<file path="config.mk">
export PLATFORM = sky130hd
export DESIGN_NAME = http_chunked_body_decoder
export DESIGN_NICKNAME = d
export VERILOG_FILES = /design/src/rtl/hcbd_pkg.sv /design/src/rtl/hcbd_in_reg.sv /design/src/rtl/hcbd_core.sv /design/src/rtl/hcbd_out_reg.sv /design/src/rtl/http_chunked_body_decoder.sv
export SDC_FILE = /design/constraint.sdc
export NUM_CORES = 1
export LEC_CHECK = 0
export BUFFER_PORTS_ARGS = -buffer_cell sky130_fd_sc_hd__buf_2
export CELL_PAD_IN_SITES_DETAIL_PLACEMENT = 0
export CELL_PAD_IN_SITES_GLOBAL_PLACEMENT = 1
export CORE_UTILIZATION = 45
export DETAILED_ROUTE_END_ITERATION = 16
export PLACE_DENSITY_LB_ADDON = 0.05
export SYNTH_ARGS = -nofsm -noshare
export SYNTH_HDL_FRONTEND = slang
export SYNTH_SLANG_ARGS = --single-unit
</file>
<file path="constraint.sdc">
create_clock -name clk -period 7.7 [get_ports clk]
set_clock_uncertainty 0.05 [all_clocks]
set_input_delay 1.54 -clock clk [delete_from_list [all_inputs] [get_ports clk]]
set_output_delay 1.54 -clock clk [all_outputs]
set_load 0.005 [all_outputs]
</file>
<file path="src/rtl/hcbd_pkg.sv">
package hcbd_pkg;

	localparam int unsigned SIZE_BITS_DEF = 24;
	localparam int unsigned LIMIT_W = 24;
	localparam int unsigned COUNT_W = 24;

	localparam logic [LIMIT_W-1:0] BODY_LIMIT_RST = 24'd524288;

	localparam logic [1:0] KIND_BYTE = 2'd0;
	localparam logic [1:0] KIND_END = 2'd1;
	localparam logic [1:0] KIND_ERR = 2'd2;

	localparam logic OP_BYTE = 1'b0;
	localparam logic OP_START = 1'b1;

	localparam logic [1:0] TRAIL_LEN = 2'd2;
	localparam logic [7:0] CH_CR = 8'h0D;
	localparam logic [7:0] CH_LF = 8'h0A;

	typedef enum logic [2:0] {
		PH_SIZE = 3'd0,
		PH_SEEK = 3'd1,
		PH_DATA = 3'd2,
		PH_TRAIL = 3'd3,
		PH_DONE = 3'd4,
		PH_FAULT = 3'd5
	} phase_t;

	typedef struct packed {
		logic op;
		logic [7:0] data;
	} item_t;

	typedef struct packed {
		logic [1:0] kind;
		logic [7:0] data;
	} res_t;

endpackage

</file>
<file path="src/rtl/hcbd_in_reg.sv">
module hcbd_in_reg (
	input logic clk,
	input logic arst_n,
	input logic in_valid,
	output logic in_ready,
	input hcbd_pkg::item_t item_in,
	input logic take,
	output logic valid_s1,
	output hcbd_pkg::item_t item_s1
);

	logic load;

	assign in_ready = !valid_s1 || take;
	assign load = in_valid && in_ready;

	always_ff @(posedge clk or negedge arst_n) begin
		if (!arst_n) begin
			valid_s1 <= 1'b0;
		end else if (load) begin
			valid_s1 <= 1'b1;
		end else if (take) begin
			valid_s1 <= 1'b0;
		end
	end

	always_ff @(posedge clk) begin
		if (load) begin
			item_s1 <= item_in;
		end
	end

endmodule

</file>
<file path="src/rtl/hcbd_core.sv">
module hcbd_core #(
	parameter int unsigned SIZE_BITS = hcbd_pkg::SIZE_BITS_DEF
) (
	input logic clk,
	input logic arst_n,
	input logic step_en,
	input hcbd_pkg::item_t item,
	input logic [hcbd_pkg::LIMIT_W-1:0] body_limit,
	output logic emit,
	output hcbd_pkg::res_t res
);

	hcbd_pkg::phase_t phase_q, phase_d;
	logic [SIZE_BITS-1:0] chunk_q, chunk_d;
	logic seen_cr_q, seen_cr_d;
	logic [1:0] trail_q, trail_d;
	logic [hcbd_pkg::COUNT_W-1:0] count_q, count_d;

	logic [4:0] hex;
	logic is_hex;
	logic [3:0] hex_val;
	logic active;
	logic over_limit;
	logic size_ovf;
	logic [SIZE_BITS-1:0] chunk_dec;

	function automatic logic [4:0] hex_decode(input logic [7:0] c);
		logic [4:0] r;
		r = 5'd0;
		if (c >= 8'h30 && c <= 8'h39) begin
			r = {1'b1, 4'(c - 8'h30)};
		end else if (c >= 8'h41 && c <= 8'h46) begin
			r = {1'b1, 4'(c - 8'h37)};
		end else if (c >= 8'h61 && c <= 8'h66) begin
			r = {1'b1, 4'(c - 8'h57)};
		end
		return r;
	endfunction

	assign hex = hex_decode(item.data);
	assign is_hex = hex[4];
	assign hex_val = hex[3:0];
	assign active = (phase_q == hcbd_pkg::PH_SIZE) || (phase_q == hcbd_pkg::PH_SEEK) ||
		(phase_q == hcbd_pkg::PH_DATA) || (phase_q == hcbd_pkg::PH_TRAIL);
	assign over_limit = count_q >= body_limit;
	assign size_ovf = chunk_q[SIZE_BITS-1 -: 4] != 4'd0;
	assign chunk_dec = chunk_q - SIZE_BITS'(1);

	always_comb begin
		phase_d = phase_q;
		chunk_d = chunk_q;
		seen_cr_d = seen_cr_q;
		trail_d = trail_q;
		count_d = count_q;
		if (item.op == hcbd_pkg::OP_START) begin
			phase_d = hcbd_pkg::PH_SIZE;
			chunk_d = '0;
			seen_cr_d = 1'b0;
			trail_d = 2'd0;
			count_d = '0;
		end else if (active) begin
			if (over_limit) begin
				phase_d = hcbd_pkg::PH_FAULT;
			end else begin
				count_d = count_q + hcbd_pkg::COUNT_W'(1);
				unique case (phase_q)
					hcbd_pkg::PH_SIZE: begin
						if (is_hex) begin
							if (size_ovf) begin
								phase_d = hcbd_pkg::PH_FAULT;
							end else begin
								chunk_d = {chunk_q[SIZE_BITS-5:0], hex_val};
							end
						end else if (chunk_q == '0) begin
							phase_d = hcbd_pkg::PH_DONE;
						end else begin
							seen_cr_d = item.data == hcbd_pkg::CH_CR;
							phase_d = hcbd_pkg::PH_SEEK;
						end
					end
					hcbd_pkg::PH_SEEK: begin
						if (seen_cr_q && item.data == hcbd_pkg::CH_LF) begin
							seen_cr_d = 1'b0;
							phase_d = hcbd_pkg::PH_DATA;
						end else begin
							seen_cr_d = item.data == hcbd_pkg::CH_CR;
						end
					end
					hcbd_pkg::PH_DATA: begin
						chunk_d = chunk_dec;
						if (chunk_dec == '0) begin
							trail_d = hcbd_pkg::TRAIL_LEN;
							phase_d = hcbd_pkg::PH_TRAIL;
						end
					end
					default: begin
						trail_d = trail_q - 2'd1;
						if (trail_q == 2'd1) begin
							chunk_d = '0;
							phase_d = hcbd_pkg::PH_SIZE;
						end
					end
				endcase
			end
		end
	end

	always_comb begin
		emit = 1'b0;
		res.kind = hcbd_pkg::KIND_BYTE;
		res.data = 8'd0;
		if (item.op == hcbd_pkg::OP_BYTE && active) begin
			if (over_limit) begin
				emit = 1'b1;
				res.kind = hcbd_pkg::KIND_ERR;
			end else begin
				unique case (phase_q)
					hcbd_pkg::PH_SIZE: begin
						if (is_hex && size_ovf) begin
							emit = 1'b1;
							res.kind = hcbd_pkg::KIND_ERR;
						end else if (!is_hex && chunk_q == '0) begin
							emit = 1'b1;
							res.kind = hcbd_pkg::KIND_END;
						end
					end
					hcbd_pkg::PH_DATA: begin
						emit = 1'b1;
						res.data = item.data;
					end
					default: begin
						emit = 1'b0;
					end
				endcase
			end
		end
	end

	always_ff @(posedge clk or negedge arst_n) begin
		if (!arst_n) begin
			phase_q <= hcbd_pkg::PH_SIZE;
			chunk_q <= '0;
			seen_cr_q <= 1'b0;
			trail_q <= 2'd0;
			count_q <= '0;
		end else if (step_en) begin
			phase_q <= phase_d;
			chunk_q <= chunk_d;
			seen_cr_q <= seen_cr_d;
			trail_q <= trail_d;
			count_q <= count_d;
		end
	end

endmodule

</file>
<file path="src/rtl/hcbd_out_reg.sv">
module hcbd_out_reg (
	input logic clk,
	input logic arst_n,
	input logic load,
	input hcbd_pkg::res_t res_in,
	output logic free,
	output logic out_valid,
	input logic out_ready,
	output hcbd_pkg::res_t res_q
);

	assign free = !out_valid || out_ready;

	always_ff @(posedge clk or negedge arst_n) begin
		if (!arst_n) begin
			out_valid <= 1'b0;
		end else if (load) begin
			out_valid <= 1'b1;
		end else if (out_ready) begin
			out_valid <= 1'b0;
		end
	end

	always_ff @(posedge clk) begin
		if (load) begin
			res_q <= res_in;
		end
	end

endmodule

</file>
<file path="src/rtl/http_chunked_body_decoder.sv">
// Decodes an HTTP/1.1 chunked body one byte per request, starting right after the headers;
// a request with op set starts a new body. Payload bytes, the end of the body and errors
// (size overflow or more than body_limit raw bytes) come out as results, at most one per
// request, and bytes after the end or an error are dropped until the next start. One request
// is taken every clock cycle while no stalled result holds it; a result is offered once its
// request has moved from the input register into the result register. A stalled result holds
// the block only once the input register is also full. Reset sets body_limit to 524288.
module http_chunked_body_decoder #(
	parameter int unsigned SIZE_BITS = hcbd_pkg::SIZE_BITS_DEF
) (
	input logic clk,
	input logic arst_n,
	input logic cfg_wr_en,
	input logic [hcbd_pkg::LIMIT_W-1:0] cfg_wr_data,
	input logic in_valid,
	output logic in_ready,
	input logic op,
	input logic [7:0] byte_in,
	output logic out_valid,
	input logic out_ready,
	output logic [1:0] kind,
	output logic [7:0] byte_out
);

	logic [hcbd_pkg::LIMIT_W-1:0] body_limit_q;
	hcbd_pkg::item_t item_in;
	hcbd_pkg::item_t item_s1;
	logic valid_s1;
	logic step_en;
	logic res_emit;
	logic out_free;
	hcbd_pkg::res_t res_d;
	hcbd_pkg::res_t res_q;

	always_ff @(posedge clk or negedge arst_n) begin
		if (!arst_n) begin
			body_limit_q <= hcbd_pkg::BODY_LIMIT_RST;
		end else if (cfg_wr_en) begin
			body_limit_q <= cfg_wr_data;
		end
	end

	assign item_in.op = op;
	assign item_in.data = byte_in;
	assign step_en = valid_s1 && (!res_emit || out_free);

	hcbd_in_reg u_in_reg (
		.clk(clk),
		.arst_n(arst_n),
		.in_valid(in_valid),
		.in_ready(in_ready),
		.item_in(item_in),
		.take(step_en),
		.valid_s1(valid_s1),
		.item_s1(item_s1)
	);

	hcbd_core #(
		.SIZE_BITS(SIZE_BITS)
	) u_core (
		.clk(clk),
		.arst_n(arst_n),
		.step_en(step_en),
		.item(item_s1),
		.body_limit(body_limit_q),
		.emit(res_emit),
		.res(res_d)
	);

	hcbd_out_reg u_out_reg (
		.clk(clk),
		.arst_n(arst_n),
		.load(step_en && res_emit),
		.res_in(res_d),
		.free(out_free),
		.out_valid(out_valid),
		.out_ready(out_ready),
		.res_q(res_q)
	);

	assign kind = res_q.kind;
	assign byte_out = res_q.data;

	a_nonbyte_zero: assert property (@(posedge clk) disable iff (!arst_n)
		out_valid && kind != hcbd_pkg::KIND_BYTE |-> byte_out == 8'd0)
		else $error("non-payload result carries a nonzero byte");

	a_ready_when_empty: assert property (@(posedge clk) disable iff (!arst_n)
		!in_ready |-> valid_s1)
		else $error("input stalled while the input register is empty");

	a_load_from_step: assert property (@(posedge clk) disable iff (!arst_n)
		$rose(out_valid) |-> $past(step_en && res_emit))
		else $error("result appeared without a processed request");

endmodule

</file>
After elaboration in Yosys (flattened, before gate mapping)
Cells that the tools add are included.

word-level totals
  output and inout port bits = 12
  register bits after elaboration = 99
  word-level logic and storage cells = 133

operators by class
  add/subtract/negate cells = 6
  muxes and demuxes = 48
  magnitude comparators = 7
  reduce and logical (&&, ||, !) cells = 38
  bitwise operators = 4
  equal/unequal tests = 17

operator list
  kind                   count
  $mux 24                9
  $pmux 24 s3            1
  $logic_not 24->1       2
  $mux 3                 9
  $add 24x1->24 const B  1
  $ge 24x24->1           1
  $sub 24x1->24 const B  1
  $eq 8x4->1 const B     2
  $ge 8x7->1 const B     2
  $le 8x7->1 const B     2
  $mux 1                 15
  $mux 5                 3
  $mux 2                 7
  $ne 3x3->1 const B     4
  $reduce_and 6->1       2
  $logic_and 1x1->1      10
  $pmux 3 s3             1
  $ge 8x6->1 const B     1
  $le 8x6->1 const B     1
  $ne 4x3->1 const B     2
  $reduce_bool 4->1      2
  $sub 4x3->4 const B    2
  $reduce_and 7->1       1
  $eq 3x2->1 const B     2
  22 further kinds       37

Logic depth before layout (Yosys ltp)
  word-level depth = 18
  gate-level depth with buffers = 12
  gate-level depth less buffers = 10

Cells and area by module
A second synthesis with hierarchy kept.

second synthesis, totals
  cells, all modules = 628
  area total of the unflattened synthesis = 6183.4 um2

modules (own cells, without submodules)
  module                     instances  cells each  area each (um2)
  hcbd_core                  1          548         4495.6
  http_chunked_body_decoder  1          54          1016.0
  hcbd_out_reg               1          13          347.8
  hcbd_in_reg                1          13          324.1

Worst setup path before layout
OpenSTA, ideal clock, no wires.

  kind = register to output
  from = register body_limit_q[19] (netlist bit)
  to = output port in_ready
  cell stages (with the launch flop) = 11
  arrival time = 2199 ps
  slack = 3911 ps
  path through = dfstp_2 > inv_1 > ha_1 > nand4_1 > nor4_1 > inv_1 > o2111ai_1 > a41oi_2 > a21o_1 > nor2_1 > inv_1

on the way
  word-level cells in the longest chain between the ends = 7

ends and longest elaborated chain
  element                   line                             text
  start: declaration        http_chunked_body_decoder.sv:25  logic [hcbd_pkg::LIMIT_W-1:0] body_limit_q;
  start signal: assignment  http_chunked_body_decoder.sv:37  body_limit_q <= hcbd_pkg::BODY_LIMIT_RST;
  start signal: assignment  http_chunked_body_decoder.sv:39  body_limit_q <= cfg_wr_data;
  $ge 24x24->1              hcbd_core.sv:45                  assign over_limit = count_q >= body_limit;
  $mux 1                    hcbd_core.sv:113                 if (over_limit) begin
  $mux 1                    hcbd_core.sv:112                 if (item.op == hcbd_pkg::OP_BYTE && active) begin
  $logic_not 1->1           http_chunked_body_decoder.sv:45  assign step_en = valid_s1 && (!res_emit || out_free);
  $logic_or 1x1->1          http_chunked_body_decoder.sv:45
  $logic_and 1x1->1         http_chunked_body_decoder.sv:45
  $logic_or 1x1->1          hcbd_in_reg.sv:14                assign in_ready = !valid_s1 || take;
  end: declaration          http_chunked_body_decoder.sv:16  output logic in_ready,

Every way passes these cells.

Worst setup path in the final report
Same ends and word-level chain as after synthesis.

==> run metrics <==
status finished clean; met1 usage 28.3%; post-synthesis register bit count 99; Initial DRC Count 305; critical path fanouts, max 19; Critical path buffers and inverters 4; Min-Delay Path Class reg -> reg; Final Max Tran Viols 0; Post-Layout Cell Count 893; I/O pin cnt 50; WP data required approximately 6 ns; RSZ-0062 raised after global routing false; commonest cells after routing, fill and taps aside o21ai_0 (80), dfrtp_1 (79), nand2_1 (68); startpoint types flop; CP Class reg -> out; placed cell count 877; cell row count 42; Pwr per Cell Area about 340 nW/um2; Synth Area in XOR/XNOR 0.991%; GRT Residual Overflow 0; DRC 0; WL/cell about 17 um; synthesized area per cell around 9 um2; most used cell, CP inv_1; initial antenna violation count 0; Die ar. about 14000 um2; Fmax achieved between 200 and 250 MHz; P_sw just over 0.001 W; Synth Area in Simple Gates between 20 and 25%; post-synthesis sequential area ratio 41.6%; routed vias/inst roughly 6; Static Leakage just under 3 nW; Clock Pin Slew Worst Setup and Hold Paths 0.07 ns; GR Layer Usage met2 a little under two fifths; met3 Resource Use GR between 2 and 3%; clock buffer depth 2; Comb pwr share between 40% and 50%; Final ANT Viol Nets 0; asr flop ratio synth between 80% and 90%; # resized after CTS 0; proportion of layout cells with a drive suffix above 1 between 10% and 20%; Netlist Area Pre-Place 6190 um2; cell chain of the critical path inv_1 -> ha_1 -> nand4_1 -> nor4_1 -> inv_1 -> o2111ai_1 -> a41oi_2 -> a21o_1 -> nor2_1 -> inv_1 -> buf_2; CTS Sinks 99; crit path DAT approximately 3.2 ns; max-capacitance violation count 0; Final setup viols 0; Post-CTS Setup Inserts 0; number of H-tree levels 3; post-DP HPWL approximately 11 mm; post-synthesis mux area share under 10%; final period utilization 62.4%; internal power around 0.0013 W; I/O Buffers between 40 and 50; Critical Path Max Stage Delay 0.54 ns; warnings from Yosys 0; synthesized net count between 700 and 800; Gate Count Post-Synth 688; fin crit period between 4 and 5 ns; Most used DFF post-synth dfrtp_1; CTS Root Cell clkbuf_16; commonest non-fill, non-tap cell in the layout o21ai_0; Final Wtd Congestion roughly 0.86; DRT Pass-1 Iters 6; Clock power frac 18.8%; TritonCTS clock tree yes; Clk Latency, worst-skew pair 0.35 ns; hold buffer count at cts 0; endpoint type of the worst setup path output pin; first-pass GRT wire length around 25 mm; final setup TNS 0 ns; Tot GR Track Use 22.1%; chip width about 120 um; most used routing layer met2; Reg power frac 32.8%; VDD IR-drop max 0.000175 V; Final Hold Viols 0; CP top delay family compound AO/OA/AOI/OAI gates; Die H roughly 120 um; core area around 13000 um2; antenna cells 0; Slew HR 29.3%; area grow syn2layout 8.84%; CTS Buf Count 9; post-synthesis adder-cell area fraction around 6.7%; initial core utilization between 40% and 50%; combinational family with the most area after synthesis simple AND/OR/NAND/NOR gates; Vias roughly 5200; largest net degree at the start of global routing ~80; EDFF count, synth 19; final wirelength between 15 and 20 mm; Compound-Gate Fraction of Synth Area between 20% and 30%; Worst Max-Slew Pin Slew roughly 1.1 ns; vias in the first global route between 5000 and 6000; Slowest cell on crit path nor4_1; Sw Ratio 44.7%; Distinct cells, synth 79; nets@finish between 700 and 800
## kinds of logic (layout without fill, tap and decap cells)
family | Yosys count | count (layout)
compound gates | 205 | 205
xor+xnor | 7 | 7
fa+ha+maj | 33 | 33
buf+inv | 80 | 109
flops | 99 | 99
mux | 9 | 9
simple gates | 255 | 255
## through the flow
| stage | hold WS [ns] | setup slack, ns | cell area, um2 | total power [W] | util, % |
|---|---|---|---|---|---|
| floorplan | 0.412 | 3.91 | 6190 | 0.00159 | - |
| global placement | 0.445 | 3.33 | 6470 | 0.00183 | 48.4 |
| detailed placement | 0.460 | 3.27 | 6470 | 0.00185 | 48.4 |
| CTS | 0.476 | 2.87 | 6740 | 0.00229 | 50.5 |
| global route | 0.495 | 2.63 | 6740 | 0.00245 | 50.5 |
| finish | 0.477 | 2.89 | 6740 | 0.00229 | 50.5 |
## Yosys cell counts, types with 6 or more instances
| cell | number | share of area (%) |
|---|---|---|
| edfxtp_1 | 19 | 9.2 |
| and3_1 | 18 | 1.8 |
| a21oi_1 | 34 | 2.7 |
| a31oi_1 | 8 | 0.81 |
| dfrtp_1 | 79 | 32 |
| o21ai_0 | 80 | 6.5 |
| o41ai_1 | 6 | 0.85 |
| buf_2 | 8 | 0.65 |
| nand3_1 | 25 | 2.0 |
| nand2b_1 | 10 | 1.0 |
| ha_1 | 33 | 6.7 |
| clkbuf_1 | 17 | 1.0 |
| o31ai_1 | 18 | 2.2 |
| nand4_1 | 8 | 0.81 |
| inv_1 | 42 | 2.5 |
| nor2_1 | 56 | 3.4 |
| a21o_1 | 6 | 0.73 |
| nor3_1 | 13 | 1.1 |
| nor4_1 | 9 | 0.91 |
| nand2_1 | 68 | 4.1 |
## layout make-up
class	instances	area (um2)
multi-input combinational	509	3250
clock buffer	10	229
clock inverter	6	40.0
fill	1278	6610
timing repair buffer	51	263
inverter	42	158
tap	176	220
sequential	99	2570
## worst paths after layout
path / to / start / slack [ns] / cells past startpoint
min: u_core.count_q[12]$_DFFE_PN0P_ / u_core.count_q[12]$_DFFE_PN0P_ / 0.48 / 1
max reg2reg: u_core.chunk_q[2]$_DFFE_PN0P_ / body_limit_q[19]$_DFFE_PN1P_ / 3.80 / 10
min in group asynchronous: body_limit_q[4]$_DFFE_PN0P_ / arst_n / 1.32 / 1
min reg2reg: u_core.count_q[12]$_DFFE_PN0P_ / u_core.count_q[12]$_DFFE_PN0P_ / 0.48 / 1
max in group asynchronous: u_core.chunk_q[17]$_DFFE_PN0P_ / arst_n / 5.60 / 1
max: in_ready / body_limit_q[19]$_DFFE_PN1P_ / 2.89 / 11
## power by group through the flow
stage                     Clock (W)  Combinational [W]  Sequential, W
after CTS                  0.000442            0.00110       0.000747
after detailed placement          0            0.00109       0.000757
after floorplan                   0           0.000897       0.000693
after global routing       0.000463            0.00122       0.000763
final                      0.000431            0.00111       0.000749
after global placement            0            0.00108       0.000756
## worst register-to-register path, cell delays in order, from the launching register on
cell,delay [ns]
dfstp_2,0.52
inv_1,0.05
ha_1,0.31
nand4_1,0.13
nor4_1,0.54
inv_1,0.09
o2111ai_1,0.28
a41oi_2,0.24
a31oi_4,1.02
nand2b_1,0.40
o21ai_0,0.16
## layer usage
layer	up-vias	wire length, um
li1	2569	-
met1	2492	6890
met3	24	606
met2	139	7240
met4	0	296
met5	-	0
## sequential cells by signal, summed over array words and instances, names as in the netlist
name	count
body_limit_q	24
u_core.chunk_q	24
u_core.count_q	24
u_out_reg.res_q	10
u_in_reg.item_s1	9
u_core.phase_q	3
u_core.trail_q	2
u_core.seen_cr_q	1
u_in_reg.valid_s1	1
u_out_reg.out_valid	1
(Power assumes the default switching activity.)
